**config.mk**
```make
export PLATFORM = sky130hd
export DESIGN_NAME = db_level_to_color_map_core
export DESIGN_NICKNAME = d
export VERILOG_FILES = /design/src/hdl/dlcm_pkg.sv /design/src/hdl/db_level_to_color_map_core.sv /design/src/hdl/dlcm_frac_div.sv
export VERILOG_INCLUDE_DIRS = /design/src /design/src/hdl
export SDC_FILE = /design/constraint.sdc
export NUM_CORES = 2
export LEC_CHECK = 0
export BUFFER_PORTS_ARGS = -buffer_cell sky130_fd_sc_hd__clkbuf_2
export CORE_UTILIZATION = 55
export CTS_CLUSTER_DIAMETER = 60
export CTS_CLUSTER_SIZE = 14
export DETAILED_ROUTE_END_ITERATION = 6
export PLACE_DENSITY = 0.71
export SLEW_MARGIN = 20
export SYNTH_ARGS = -nofsm -noshare
export SYNTH_HDL_FRONTEND = slang
export SYNTH_SLANG_ARGS = --single-unit
```
**constraint.sdc**
```tcl
create_clock -name clk -period 11.4 [get_ports clk]
set_clock_uncertainty 0.05 [all_clocks]
set_input_delay 0.57 -clock clk [delete_from_list [all_inputs] [get_ports clk]]
set_output_delay 0.57 -clock clk [all_outputs]
set_load 0.01 [all_outputs]
```
**src/hdl/db_level_to_color_map_core_assert.svh**
```systemverilog
// Assertion macros used by the level-to-color map RTL.
`ifndef DB_LEVEL_TO_COLOR_MAP_CORE_ASSERT_SVH
`define DB_LEVEL_TO_COLOR_MAP_CORE_ASSERT_SVH

// Same-cycle implication, checked on every rising clock edge outside reset.
`define DLCM_ASSERT_IMP(label, ante, cons) \
    label: assert property (@(posedge clk) disable iff (!rst_n) (ante) |-> (cons)) \
        else $error("dlcm: implication check failed");

// Next-cycle implication, checked on every rising clock edge outside reset.
`define DLCM_ASSERT_NEXT(label, ante, cons) \
    label: assert property (@(posedge clk) disable iff (!rst_n) (ante) |=> (cons)) \
        else $error("dlcm: next-cycle check failed");

`endif

```
**src/hdl/dlcm_pkg.sv**
```systemverilog
// Types and constants of the level-to-color map block.
`default_nettype none

package dlcm_pkg;

    // Field widths.
    localparam int MAG_W   = 17;
    localparam int RANGE_W = 16;
    localparam int MAP_W   = 3;
    localparam int FRAC_W  = 16;
    localparam int CHAN_W  = 8;
    localparam int IDX_W   = 2;

    // One quotient bit per divider stage; latency from accept to the done strobe.
    localparam int DIV_STAGES = FRAC_W;
    localparam int LATENCY    = DIV_STAGES + 3;

    // Fraction constants, 65536 means 1.0.
    localparam logic [FRAC_W:0] FRAC_ONE  = 17'h10000;
    localparam logic [FRAC_W:0] FRAC_HALF = 17'h08000;

    // Register indexes of the configuration port.
    localparam logic [IDX_W-1:0] REG_PEAK  = 2'd0;
    localparam logic [IDX_W-1:0] REG_RANGE = 2'd1;
    localparam logic [IDX_W-1:0] REG_MAP   = 2'd2;

    // Reset values of the registers.
    localparam logic [MAG_W-1:0]   PEAK_RST  = 17'd0;
    localparam logic [RANGE_W-1:0] RANGE_RST = 16'd17920;

    // Color map codes; the remaining codes fall back to gray.
    localparam logic [MAP_W-1:0] MAP_GRAY    = 3'd0;
    localparam logic [MAP_W-1:0] MAP_JET     = 3'd1;
    localparam logic [MAP_W-1:0] MAP_HOT     = 3'd2;
    localparam logic [MAP_W-1:0] MAP_COOL    = 3'd3;
    localparam logic [MAP_W-1:0] MAP_VIRIDIS = 3'd4;

    // Jet segment codes.
    localparam logic [1:0] JET_BLUE   = 2'd0;
    localparam logic [1:0] JET_CYAN   = 2'd1;
    localparam logic [1:0] JET_YELLOW = 2'd2;
    localparam logic [1:0] JET_RED    = 2'd3;

    // Hot segment codes and break points (first fraction of the next segment).
    localparam logic [1:0] HOT_RED    = 2'd0;
    localparam logic [1:0] HOT_YELLOW = 2'd1;
    localparam logic [1:0] HOT_WHITE  = 2'd2;
    localparam logic [FRAC_W:0] HOT_BRK1 = 17'd21627;
    localparam logic [FRAC_W:0] HOT_BRK2 = 17'd43254;

    // Hot arithmetic: red and green are floor((f*2125 - ofs) / 2^14 / 11),
    // blue is (f*375 - ofs) / 2^15. Division by 11 uses a 2^16 reciprocal.
    localparam logic [27:0] HOT_MUL_RG = 28'd2125;
    localparam logic [27:0] HOT_G_OFS  = 28'd45957120;
    localparam logic [24:0] HOT_MUL_B  = 25'd375;
    localparam logic [24:0] HOT_B_OFS  = 25'd16220160;
    localparam logic [24:0] DIV11_MUL  = 25'd5958;

    // Viridis corner colors and slopes.
    localparam logic [CHAN_W-1:0] VIR_LO_B  = 8'd68;
    localparam logic [CHAN_W-1:0] VIR_MID_R = 8'd68;
    localparam logic [CHAN_W-1:0] VIR_MID_G = 8'd1;
    localparam logic [CHAN_W-1:0] VIR_MID_B = 8'd84;
    localparam logic [22:0] VIR_LO_R_MUL = 23'd68;
    localparam logic [23:0] VIR_UP_R_MUL = 24'd185;
    localparam logic [23:0] VIR_UP_G_MUL = 24'd230;
    localparam logic [21:0] VIR_UP_B_MUL = 22'd47;
    localparam logic [21:0] VIR_UP_B_RND = 22'd32767;

    localparam logic [CHAN_W-1:0] CHAN_MAX = 8'd255;

    // Control word that travels with each item through the divider.
    typedef struct packed {
        logic valid;
        logic force_zero;
        logic force_one;
    } dlcm_ctl_t;

endpackage

`default_nettype wire

```
**src/hdl/db_level_to_color_map_core.sv**
```systemverilog
// Top level: spectrogram dB level to RGB pixel through a selectable color map.
//
//  Channel   Handshake                 Word
//  input     start / busy              magnitude_level
//  result    done (one-cycle strobe)   red, green, blue
//  config    cfg_write                 cfg_index, cfg_data
//
// A word is taken every clock cycle while busy is low; its pixel leaves through
// one setup stage, sixteen divider stages, one map stage and one output stage.
// The sixteen-stage restoring divider that forms the level fraction sets the latency.
// busy is high only during reset and the cycle after it; then it stays low.
// The receiver cannot stall, so the pipeline never holds; done marks each pixel.
`default_nettype none

module db_level_to_color_map_core (
    input  logic                                clk,
    input  logic                                rst_n,
    input  logic                                start,
    output logic                                busy,
    input  logic signed [dlcm_pkg::MAG_W-1:0]   magnitude_level,
    input  logic                                cfg_write,
    input  logic [dlcm_pkg::IDX_W-1:0]          cfg_index,
    input  logic [dlcm_pkg::MAG_W-1:0]          cfg_data,
    output logic                                done,
    output logic [dlcm_pkg::CHAN_W-1:0]         red,
    output logic [dlcm_pkg::CHAN_W-1:0]         green,
    output logic [dlcm_pkg::CHAN_W-1:0]         blue
);
    import dlcm_pkg::*;

    `include "db_level_to_color_map_core_assert.svh"

    // Configuration registers.
    logic signed [MAG_W-1:0] peak_level_reg;
    logic [RANGE_W-1:0]      dynamic_range_reg;
    logic [MAP_W-1:0]        color_map_reg;
    logic                    busy_reg;
    logic                    accept;

    always_ff @(posedge clk or negedge rst_n)
    begin
        if (!rst_n)
        begin
            peak_level_reg    <= PEAK_RST;
            dynamic_range_reg <= RANGE_RST;
            color_map_reg     <= MAP_GRAY;
        end
        else if (cfg_write)
        begin
            unique case (cfg_index)
                REG_PEAK:  peak_level_reg    <= cfg_data;
                REG_RANGE: dynamic_range_reg <= cfg_data[RANGE_W-1:0];
                REG_MAP:   color_map_reg     <= cfg_data[MAP_W-1:0];
                default:   ;
            endcase
        end
    end

    // Busy only while coming out of reset.
    always_ff @(posedge clk or negedge rst_n)
    begin
        if (!rst_n)
        begin
            busy_reg <= 1'b1;
        end
        else
        begin
            busy_reg <= 1'b0;
        end
    end

    assign busy   = busy_reg;
    assign accept = start && !busy_reg;

    // Setup stage: offset into the display window and the clamp decision.
    logic signed [MAG_W+1:0] mag_ext;
    logic signed [MAG_W+1:0] peak_ext;
    logic signed [MAG_W+1:0] range_ext;
    logic signed [MAG_W+1:0] offset;
    logic                    mag_ge_peak;
    dlcm_ctl_t               setup_next;
    dlcm_ctl_t               setup_reg;
    logic [RANGE_W-1:0]      dividend_reg;

    assign mag_ext     = (MAG_W+2)'(magnitude_level);
    assign peak_ext    = (MAG_W+2)'(peak_level_reg);
    assign range_ext   = $signed({3'b000, dynamic_range_reg});
    assign offset      = mag_ext - peak_ext + range_ext;
    assign mag_ge_peak = magnitude_level >= peak_level_reg;

    // At or above the peak the fraction is one; zero at or below the window floor.
    always_comb
    begin
        setup_next.valid      = accept;
        setup_next.force_one  = mag_ge_peak;
        setup_next.force_zero = !mag_ge_peak &&
                                ((dynamic_range_reg == '0) || offset[MAG_W+1] ||
                                 (offset == '0));
    end

    always_ff @(posedge clk or negedge rst_n)
    begin
        if (!rst_n)
        begin
            setup_reg <= '0;
        end
        else
        begin
            setup_reg <= setup_next;
        end
    end

    always_ff @(posedge clk)
    begin
        dividend_reg <= offset[RANGE_W-1:0];
    end

    // Fraction = floor(offset * 65536 / range).
    dlcm_ctl_t       div_ctl;
    logic [FRAC_W:0] frac;

    dlcm_frac_div u_div (
        .clk      (clk),
        .rst_n    (rst_n),
        .ctl_in   (setup_reg),
        .dividend (dividend_reg),
        .divisor  (dynamic_range_reg),
        .ctl_out  (div_ctl),
        .frac     (frac)
    );

    // Map stage: per-map channel values from the fraction.
    logic [24:0]        gray_prod;
    logic [FRAC_W:0]    inv_frac;
    logic [24:0]        cool_prod;
    logic [1:0]         jet_seg_next;
    logic [14:0]        jet_span;
    logic [22:0]        jet_prod;
    logic [1:0]         hot_seg_next;
    logic [27:0]        hot_rg_prod;
    logic [24:0]        hot_b_prod;
    logic               vir_upper;
    logic [15:0]        vir_u;
    logic [21:0]        vir_lo_r_prod;
    logic [23:0]        vir_up_r_prod;
    logic [23:0]        vir_up_g_prod;
    logic [21:0]        vir_up_b_prod;
    logic [CHAN_W-1:0]  vir_r_next;
    logic [CHAN_W-1:0]  vir_g_next;
    logic [CHAN_W-1:0]  vir_b_next;

    assign gray_prod = 25'(frac) * 25'd255;
    assign inv_frac  = FRAC_ONE - frac;
    assign cool_prod = 25'(inv_frac) * 25'd255;

    // Jet: four quarter segments, each a 0..16384 span scaled to 0..255.
    assign jet_seg_next = frac[FRAC_W] ? JET_RED : frac[FRAC_W-1:FRAC_W-2];

    always_comb
    begin
        unique case (jet_seg_next)
            JET_BLUE:   jet_span = 15'(frac[FRAC_W-3:0]);
            JET_CYAN:   jet_span = 15'(FRAC_HALF - frac);
            JET_YELLOW: jet_span = 15'(frac - FRAC_HALF);
            JET_RED:    jet_span = 15'(FRAC_ONE - frac);
        endcase
    end

    assign jet_prod = 23'(jet_span) * 23'd255;

    // Hot: break points at 0.33 and 0.66 of full scale.
    always_comb
    begin
        priority if (frac < HOT_BRK1)
        begin
            hot_seg_next = HOT_RED;
        end
        else if (frac < HOT_BRK2)
        begin
            hot_seg_next = HOT_YELLOW;
        end
        else
        begin
            hot_seg_next = HOT_WHITE;
        end
    end

    assign hot_rg_prod = 28'(frac) * HOT_MUL_RG -
                         ((hot_seg_next == HOT_YELLOW) ? HOT_G_OFS : 28'd0);
    assign hot_b_prod  = 25'(frac) * HOT_MUL_B - HOT_B_OFS;

    // Viridis: two linear halves meeting at the midpoint color.
    assign vir_upper     = frac >= FRAC_HALF;
    assign vir_u         = 16'(frac - FRAC_HALF);
    assign vir_lo_r_prod = 22'(frac[FRAC_W-2:0]) * 22'(VIR_LO_R_MUL);
    assign vir_up_r_prod = 24'(vir_u) * VIR_UP_R_MUL;
    assign vir_up_g_prod = 24'(vir_u) * VIR_UP_G_MUL;
    assign vir_up_b_prod = 22'(vir_u) * VIR_UP_B_MUL + VIR_UP_B_RND;

    always_comb
    begin
        if (vir_upper)
        begin
            vir_r_next = VIR_MID_R + vir_up_r_prod[22:15];
            vir_g_next = VIR_MID_G + vir_up_g_prod[22:15];
            vir_b_next = VIR_MID_B - CHAN_W'(vir_up_b_prod[20:15]);
        end
        else
        begin
            vir_r_next = CHAN_W'(vir_lo_r_prod[21:15]);
            vir_g_next = '0;
            vir_b_next = VIR_LO_B + CHAN_W'(frac[FRAC_W-2:FRAC_W-5]);
        end
    end

    logic               map_valid_reg;
    logic [CHAN_W-1:0]  gray_v_reg;
    logic [CHAN_W-1:0]  cool_g_reg;
    logic [CHAN_W-1:0]  jet_v_reg;
    logic [1:0]         jet_seg_reg;
    logic [11:0]        hot_t_reg;
    logic [1:0]         hot_seg_reg;
    logic [CHAN_W-1:0]  hot_b_reg;
    logic [CHAN_W-1:0]  vir_r_reg;
    logic [CHAN_W-1:0]  vir_g_reg;
    logic [CHAN_W-1:0]  vir_b_reg;

    always_ff @(posedge clk or negedge rst_n)
    begin
        if (!rst_n)
        begin
            map_valid_reg <= 1'b0;
        end
        else
        begin
            map_valid_reg <= div_ctl.valid;
        end
    end

    always_ff @(posedge clk)
    begin
        gray_v_reg  <= gray_prod[23:16];
        cool_g_reg  <= cool_prod[23:16];
        jet_v_reg   <= jet_prod[21:14];
        jet_seg_reg <= jet_seg_next;
        hot_t_reg   <= hot_rg_prod[25:14];
        hot_seg_reg <= hot_seg_next;
        hot_b_reg   <= hot_b_prod[22:15];
        vir_r_reg   <= vir_r_next;
        vir_g_reg   <= vir_g_next;
        vir_b_reg   <= vir_b_next;
    end

    // Output stage: finish the hot division by 11 and pick the map.
    logic [24:0]        hot_q_prod;
    logic [CHAN_W-1:0]  hot_q;
    logic [CHAN_W-1:0]  red_next;
    logic [CHAN_W-1:0]  green_next;
    logic [CHAN_W-1:0]  blue_next;
    logic               done_reg;
    logic [CHAN_W-1:0]  red_reg;
    logic [CHAN_W-1:0]  green_reg;
    logic [CHAN_W-1:0]  blue_reg;

    assign hot_q_prod = 25'(hot_t_reg) * DIV11_MUL;
    assign hot_q      = hot_q_prod[23:16];

    always_comb
    begin
        red_next   = gray_v_reg;
        green_next = gray_v_reg;
        blue_next  = gray_v_reg;
        unique case (color_map_reg)
            MAP_JET:
            begin
                unique case (jet_seg_reg)
                    JET_BLUE:
                    begin
                        red_next   = '0;
                        green_next = jet_v_reg;
                        blue_next  = CHAN_MAX;
                    end
                    JET_CYAN:
                    begin
                        red_next   = '0;
                        green_next = CHAN_MAX;
                        blue_next  = jet_v_reg;
                    end
                    JET_YELLOW:
                    begin
                        red_next   = jet_v_reg;
                        green_next = CHAN_MAX;
                        blue_next  = '0;
                    end
                    JET_RED:
                    begin
                        red_next   = CHAN_MAX;
                        green_next = jet_v_reg;
                        blue_next  = '0;
                    end
                endcase
            end
            MAP_HOT:
            begin
                unique case (hot_seg_reg)
                    HOT_RED:
                    begin
                        red_next   = hot_q;
                        green_next = '0;
                        blue_next  = '0;
                    end
                    HOT_YELLOW:
                    begin
                        red_next   = CHAN_MAX;
                        green_next = hot_q;
                        blue_next  = '0;
                    end
                    default:
                    begin
                        red_next   = CHAN_MAX;
                        green_next = CHAN_MAX;
                        blue_next  = hot_b_reg;
                    end
                endcase
            end
            MAP_COOL:
            begin
                red_next   = gray_v_reg;
                green_next = cool_g_reg;
                blue_next  = CHAN_MAX;
            end
            MAP_VIRIDIS:
            begin
                red_next   = vir_r_reg;
                green_next = vir_g_reg;
                blue_next  = vir_b_reg;
            end
            default:
            begin
                red_next   = gray_v_reg;
                green_next = gray_v_reg;
                blue_next  = gray_v_reg;
            end
        endcase
    end

    always_ff @(posedge clk or negedge rst_n)
    begin
        if (!rst_n)
        begin
            done_reg <= 1'b0;
        end
        else
        begin
            done_reg <= map_valid_reg;
        end
    end

    always_ff @(posedge clk)
    begin
        red_reg   <= red_next;
        green_reg <= green_next;
        blue_reg  <= blue_next;
    end

    assign done  = done_reg;
    assign red   = red_reg;
    assign green = green_reg;
    assign blue  = blue_reg;

    // Terms shared by the checks below.
    logic gray_done;
    logic peak_word_in;
    logic white_pixel;

    assign gray_done    = done && (color_map_reg == MAP_GRAY);
    assign peak_word_in = accept && mag_ge_peak;
    assign white_pixel  = (red == CHAN_MAX) && (green == CHAN_MAX) && (blue == CHAN_MAX);

    // Every pixel comes from a word that the block took.
    `DLCM_ASSERT_IMP(a_done_from_accept, done, $past(accept, LATENCY))
    // A level at or above the peak is full white on the gray map.
    `DLCM_ASSERT_IMP(a_gray_peak_white, gray_done && $past(peak_word_in, LATENCY), white_pixel)
    // The gray map gives equal channels.
    `DLCM_ASSERT_IMP(a_gray_equal, gray_done, (red == green) && (green == blue))
    // Once out of reset the block never reports busy again.
    `DLCM_ASSERT_NEXT(a_busy_stays_low, !busy, !busy)

endmodule

`default_nettype wire

```
**src/hdl/dlcm_frac_div.sv**
```systemverilog
// Pipelined restoring divider giving the 17-bit level fraction.
`default_nettype none

module dlcm_frac_div (
    input  logic                             clk,
    input  logic                             rst_n,
    input  dlcm_pkg::dlcm_ctl_t              ctl_in,
    input  logic [dlcm_pkg::RANGE_W-1:0]     dividend,
    input  logic [dlcm_pkg::RANGE_W-1:0]     divisor,
    output dlcm_pkg::dlcm_ctl_t              ctl_out,
    output logic [dlcm_pkg::FRAC_W:0]        frac
);
    import dlcm_pkg::*;

    // One register stage per quotient bit, most significant bit first.
    dlcm_ctl_t            ctl_reg [1:DIV_STAGES];
    logic [RANGE_W-1:0]   rem_reg [1:DIV_STAGES];
    logic [FRAC_W-1:0]    quo_reg [1:DIV_STAGES];

    for (genvar k = 1; k <= DIV_STAGES; k++) begin : g_stage
        dlcm_ctl_t          ctl_prev;
        logic [RANGE_W-1:0] rem_prev;
        logic [FRAC_W-1:0]  quo_prev;
        logic [RANGE_W:0]   rem_dbl;
        logic               take;
        logic [RANGE_W-1:0] rem_next;
        logic [FRAC_W-1:0]  quo_next;

        if (k == 1) begin : g_first
            assign ctl_prev = ctl_in;
            assign rem_prev = dividend;
            assign quo_prev = '0;
        end
        else begin : g_rest
            assign ctl_prev = ctl_reg[k-1];
            assign rem_prev = rem_reg[k-1];
            assign quo_prev = quo_reg[k-1];
        end

        // Shift the partial remainder and subtract the divisor where it fits.
        assign rem_dbl  = {rem_prev, 1'b0};
        assign take     = rem_dbl >= {1'b0, divisor};
        assign rem_next = take ? RANGE_W'(rem_dbl - {1'b0, divisor}) : RANGE_W'(rem_dbl);
        assign quo_next = {quo_prev[FRAC_W-2:0], take};

        always_ff @(posedge clk or negedge rst_n)
        begin
            if (!rst_n)
            begin
                ctl_reg[k] <= '0;
            end
            else
            begin
                ctl_reg[k] <= ctl_prev;
            end
        end

        always_ff @(posedge clk)
        begin
            rem_reg[k] <= rem_next;
            quo_reg[k] <= quo_next;
        end
    end

    // Clamped levels bypass the quotient.
    assign ctl_out = ctl_reg[DIV_STAGES];

    always_comb
    begin
        priority if (ctl_reg[DIV_STAGES].force_one)
        begin
            frac = FRAC_ONE;
        end
        else if (ctl_reg[DIV_STAGES].force_zero)
        begin
            frac = '0;
        end
        else
        begin
            frac = {1'b0, quo_reg[DIV_STAGES]};
        end
    end

endmodule

`default_nettype wire
```
=== Word-level counts from Yosys, hierarchy flattened ===
Memories as Yosys holds them, arrays and structs flattened.
Index checks and enable logic that the tools add are counted.

* Bits in registers: 202
* Memories: 2
* Input port bits: 40
* Logic and storage cells: 200
* RAM bits: 512

* Multiply operators: 10
* Equal/unequal tests: 14
* Reduce and logical (&&, ||, !) cells: 20
* $add $sub $neg: 28
* $lt $le $gt $ge: 20
* Muxes and demuxes: 34

{| class="wikitable"
|+ Memories
! memory !! depth !! width !! rd ports !! clocked after Yosys merged registers in !! wr ports !! line !! source
|-
| u_div.quo_reg || 16 || 16 || 16 || 0 || 16 || dlcm_frac_div.sv:18 || <nowiki>logic [FRAC_W-1:0] quo_reg [1:DIV_STAGES];</nowiki>
|-
| u_div.rem_reg || 16 || 16 || 15 || 0 || 16 || dlcm_frac_div.sv:17 || <nowiki>logic [RANGE_W-1:0] rem_reg [1:DIV_STAGES];</nowiki>
|}

{| class="wikitable"
|+ Operators by type and width
! operator !! number
|-
| $ge 17x16->1 || 16
|-
| $mux 16 || 17
|-
| $sub 16x16->16 || 16
|-
| $pmux 8 s3 || 3
|-
| $pmux 8 s4 || 2
|-
| $pmux 15 s4 || 1
|-
| $mul 17x8->24 const B || 2
|-
| $pmux 8 s2 || 2
|-
| $mul 17x12->26 const B || 1
|-
| $mux 26 || 1
|-
| $sub 26x26->26 || 1
|-
| $mux 8 || 3
|-
| $mul 12x12->23 const B || 1
|-
| $mul 16x8->23 const B || 1
|-
| $mul 17x9->23 const B || 1
|-
| $sub 23x23->23 const B || 1
|-
| $mul 15x8->22 const B || 1
|-
| $mul 16x7->22 const B || 1
|-
| $add 21x15->21 const B || 1
|-
| $mul 16x6->21 const B || 1
|-
| $mul 15x5->20 const B || 1
|-
| $add 18x17->19 || 1
|-
| $logic_not 19->1 || 1
|-
| $sub 17x17->18 || 1
|-
| 26 further kinds || 49
|}

=== Depth between registers and ports, before layout ===
An unclocked memory read counts as a cell.

* Depth in word-level cells: 9
* Mapped depth: 29

=== Modules after synthesis ===
From an unflattened synthesis, not the netlist that was laid out.

* Cell total of the unflattened synthesis: 5401
* Area, all modules: 52036.2 µm²

{| class="wikitable"
|+ Modules (own cells, without submodules)
! module !! area an instance (µm²) !! cells an instance !! seq. area each (µm²) !! times used
|-
| db_level_to_color_map_core || 28443.5 || 2947 || 3278.1 || 1
|-
| dlcm_frac_div || 23592.6 || 2454 || 8728.4 || 1
|}

=== Worst setup path before layout ===
No wires, ideal clock.

* Path type: reg2reg
* From: register u_div.ctl_reg (netlist bit u_div.ctl_out[0])
* To: register cool_g_reg[7]
* Cell stages (with the launch flop): 25
* Period minus slack after synthesis: 7.040 ns
* Setup slack: 4.360 ns
* Data required time: 11.278 ns
* Library setup time: 0.072 ns
* Data arrival time: 6.918 ns
* Cells stage by stage: dfrtp_1 nor2_2 clkbuf_1 nand2_1 ha_1 and3_1 and3_1 xnor2_1 inv_1 fa_1 fa_1 fa_1 inv_1 fa_1 inv_1 ha_1 a21o_1 a21o_1 a211o_1 a22o_1 a311o_1 a31o_2 and4_1 a2111oi_2 xnor2_1

* Longest elaborated chain between the ends: 3

{| class="wikitable"
|+ Ends and longest elaborated chain
! item !! line !! source
|-
| from (decl) || dlcm_frac_div.sv:16 || <nowiki>dlcm_ctl_t ctl_reg [1:DIV_STAGES];</nowiki>
|-
| from (signal, indexed assignment) || dlcm_frac_div.sv:54 || <nowiki>ctl_reg[k] <= ctl_prev;</nowiki>
|-
| $mux 17 || dlcm_frac_div.sv:70 || <nowiki>priority if (ctl_reg[DIV_STAGES].force_one)</nowiki>
|-
| $sub 17x17->17 || - ||
|-
| $mul 17x8->24 || db_level_to_color_map_core.sv:154 || <nowiki>assign cool_prod = 25'(inv_frac) * 25'd255;</nowiki>
|-
| named net cool_prod[23] || db_level_to_color_map_core.sv:135 || <nowiki>logic [24:0] cool_prod;</nowiki>
|-
| to (signal assigned) || db_level_to_color_map_core.sv:243 || <nowiki>cool_g_reg <= cool_prod[23:16];</nowiki>
|-
| to (decl) || db_level_to_color_map_core.sv:218 || <nowiki>logic [CHAN_W-1:0] cool_g_reg;</nowiki>
|}

The timed path passes the listed nets, and every way through them passes these cells.
A chain may end at the register's enable or synchronous reset.

=== Worst setup path in the final report ===
* From: register u_div.ctl_reg (netlist bit u_div.ctl_out[0])
* To: register hot_t_reg[8]

* Longest elaborated chain between the ends: 7
* Elaborated cells on any way between the ends: 9
* Classes of those cells: add/sub: 1; mul: 1; order compare: 2; eq/ne: 1; mux: 4

{| class="wikitable"
|+ Ends and longest elaborated chain
! item !! line !! source
|-
| $mux 17 (*) || dlcm_frac_div.sv:70 ||
|-
| $lt 17x16->1 || db_level_to_color_map_core.sv:178 || <nowiki>else if (frac < HOT_BRK2)</nowiki>
|-
| $mux 2 || db_level_to_color_map_core.sv:178 ||
|-
| $mux 2 (*) || db_level_to_color_map_core.sv:174 || <nowiki>priority if (frac < HOT_BRK1)</nowiki>
|-
| named net hot_seg_next[1] || db_level_to_color_map_core.sv:139 || <nowiki>logic [1:0] hot_seg_next;</nowiki>
|-
| $eq 2x1->1 (*) || db_level_to_color_map_core.sv:189 || <nowiki>((hot_seg_next == HOT_YELLOW) ? HOT_G_OFS : 28'd0);</nowiki>
|-
| $mux 26 (*) || db_level_to_color_map_core.sv:189 ||
|-
| $sub 26x26->26 (*) || db_level_to_color_map_core.sv:188 || <nowiki>assign hot_rg_prod = 28'(frac) * HOT_MUL_RG -</nowiki>
|-
| named net hot_rg_prod[22] || db_level_to_color_map_core.sv:140 || <nowiki>logic [27:0] hot_rg_prod;</nowiki>
|-
| to (signal assigned) || db_level_to_color_map_core.sv:246 || <nowiki>hot_t_reg <= hot_rg_prod[25:14];</nowiki>
|-
| to (decl) || db_level_to_color_map_core.sv:221 || <nowiki>logic [11:0] hot_t_reg;</nowiki>
|}

The timed path passes the listed nets; every way through them passes the cells marked *.

==> results.cfg <==
[clock_tree]
root_buffer = clkbuf_16
worst_skew_pair.late_latency_ns = 0.66
clkSinkCount = 577
clk_pin_slew_ns = 0.06
post_cts_buffers = 0
cts_buffers = 54
ctsLongestPathBuffers = 3
ctsHtreeMaxLevel = 2
tritoncts = done

[floorplan]
start_util_pct = 55.5
rows = 111
die_area_um2 = 93700
core-area_um2 = 91700
io-pin-count = 66
die_h_um = 306
die_w_um = 306

[flow_run]
max_cap_viol_count = 0

[routing]
drt_first_pass_iters = 5
via_per_inst = 5.67
drt_iter0_drc = 2435
wl_per_cell_um = 18.6
vias = 37800
remaining_drc_errors = 0
wirelength_um = 124000
postRouteAntennaNets = 0

[grt]
globalRoute.busiestLayer = met2
grt_antenna_before_repair = 3
grt_use_met3_pct = 3.79
grt_pass1_vias = 38100
grt_pass1_wl_um = 201000
grtUsageMet1_pct = 35.6
grt_use_total_pct = 26.8
grt_max_degree = 58
met2_usage_pct = 45.0
grt.overflow.total = 0

[logic_synthesis]
yosysUniqueCellTypes = 94
async_reset_ff_share_pct = 15.6
synth_edf_count = 0
avgSynthCellArea_um2 = 9.52
syn_inst = 5344
netlist_area_um2 = 50900
yosys_register_bits = 577
synth_area_leader_cell = ha_1
ys_seq_area_share_pct = 23.6
synth_area_leaders = ha_1 20%, dfxtp_1 19%, fa_1 18%
synth_ff_type = dfxtp_1
synth_warnings = 0
synth_top_area_share_pct = 19.7

[worst_setup_path]
worst_path_dominant_cell_family = adder cells
startpoint_type = flop
cpMostUsedCell = inv_1
path_buf_inv = 6
cp_slowest_cell = dfrtp_1
timing.setup.critical_path_class = reg -> reg
max_stage_delay_ns = 0.85
required_ns = 11.93
crit_fanout = 18
end_kind = flop
arrival_ns = 8.79

[sta]
max_freq_mhz = 121
rsz0062_at_grt = no
final.min_clock_period_ns = 8.25
worst_pin_slew_ns = 1.05
finalSetupTns_ns = 0
maxSlewHeadroom_pct = 29.6
setup_viol = 0
maxSlewViolCount = 0
fin_crit_sh_pct = 72.4
finalHoldViolCount = 0

[cells_and_area]
drive_above_1_share_pct = 6.92
design_area_um2 = 54400
fin_nets = 6734
n_antenna_cell = 0
largest_reg_flops = 240
syn_to_final_growth_pct = 6.98

[placed_design]
dpl.hpwl_um = 97700
io_buffers = 65
placed_area_um2 = 52700
gp_congestion = 0.939

[run_status]
status = finished, final reports clean

[worst_hold_path]
hold_path.class = in -> reg
==> layer usage <==
layer | routed length, um | share of wire, %
met4 | 4120 | 3.3
met1 | 55000 | 44
met5 | 0 | 0
met2 | 58100 | 47
met3 | 6880 | 5.5
==> cells in the mapped netlist (23+ instances only) <==
cell      count
inv_1       891
ha_1        801
dfxtp_1     487
fa_1        455
nand2_1     298
a21oi_1     287
nor2_1      268
o21ai_0     198
xnor2_1     187
mux2_2      123
xor2_1       88
dfrtp_1      86
a21o_1       84
nor3_1       78
nand3_1      73
nand4_1      65
clkbuf_1     62
nor2b_1      54
nand2b_1     49
o31ai_1      45
or3_1        37
and3_1       36
o21ai_1      36
a31oi_1      35
o21a_1       33
a211oi_1     32
a21boi_0     31
mux2i_1      28
nor4_1       23
or2_2        23
==> layout make-up <==
cell class	count	area [um2]
clock buffers	72	1440
clock inverters	19	241
fillers	7797	37200
inverters	897	3370
multi-input cells	3798	35200
flip-flops and latches	577	12000
well taps	1186	1480
repair buffers	110	668
==> through the flow <==
stage / setup slack (ns) / hold slack, ns / utilization (%) / cells
2_1_floorplan: 4.36 / 0.224 / - / 5347
3_3_place_gp: 3.46 / 0.260 / 57.5 / 6567
3_5_place_dp: 3.24 / 0.262 / 57.5 / 6567
4_1_cts: 3.24 / 0.0573 / 59.4 / 6659
5_1_grt: 2.55 / 0.0817 / 59.4 / 6659
6_report: 3.15 / 0.0984 / 59.4 / 6659
==> timing repair <==
item                       in CTS  in global routing
gates resized for setup         0                  0
setup endpoints to repair       0                  0
hold buffers                    1                  0
hold endpoints to repair       31                  0
==> cells by family after synthesis <==
family / Yosys count / share of synthesized area, %
and+or+nand+nor: 1078 / 10.3
other: 2 / 0.0148
muxes: 159 / 3.45
buffers and inverters: 972 / 7.22
AOI/OAI and AO/OA: 1022 / 13.0
adders and majority gates: 1259 / 37.7
xor gates and xnor gates: 275 / 4.73
DFF: 577 / 23.6
==> cell usage in the layout (no fill, tap or decap), types with 36 or more instances in the layout <==
cell and n:
clkbuf_2 64, a21oi_1 287, buf_4 45, nand4_1 65, fa_1 455, mux2_2 123, nand3_1 73, o21ai_1 36
ha_1 801, o31ai_1 45, nand2_1 298, nor2_1 268, inv_1 891, a21o_1 84, dfxtp_1 487, nand2b_1 49
nor2b_1 54, xnor2_1 187, dfrtp_1 85, clkbuf_16 54, and3_1 36, or3_1 37, xor2_1 88, o21ai_0 198
nor3_1 78
==> final timing paths <==
kind / startpoint / cells past startpoint / slack (ns) / endpoint
hold reg to reg: u_div.quo_reg[0][250] / 0 / 0.27 / u_div.quo_reg[1][11]
max in group asynchronous: rst_n / 3 / 9.77 / dynamic_range_reg[0]
min in group asynchronous: rst_n / 2 / 0.37 / peak_level_reg[11]
setup / recovery: u_div.ctl_out[0] / 29 / 3.15 / hot_t_reg[8]
setup reg to reg: u_div.ctl_out[0] / 29 / 3.15 / hot_t_reg[8]
hold / removal: start / 2 / 0.1 / setup_reg[2]
Power is not shown: default switching activity piles up to over one toggle a cycle in this logic, so the estimate is an artifact.
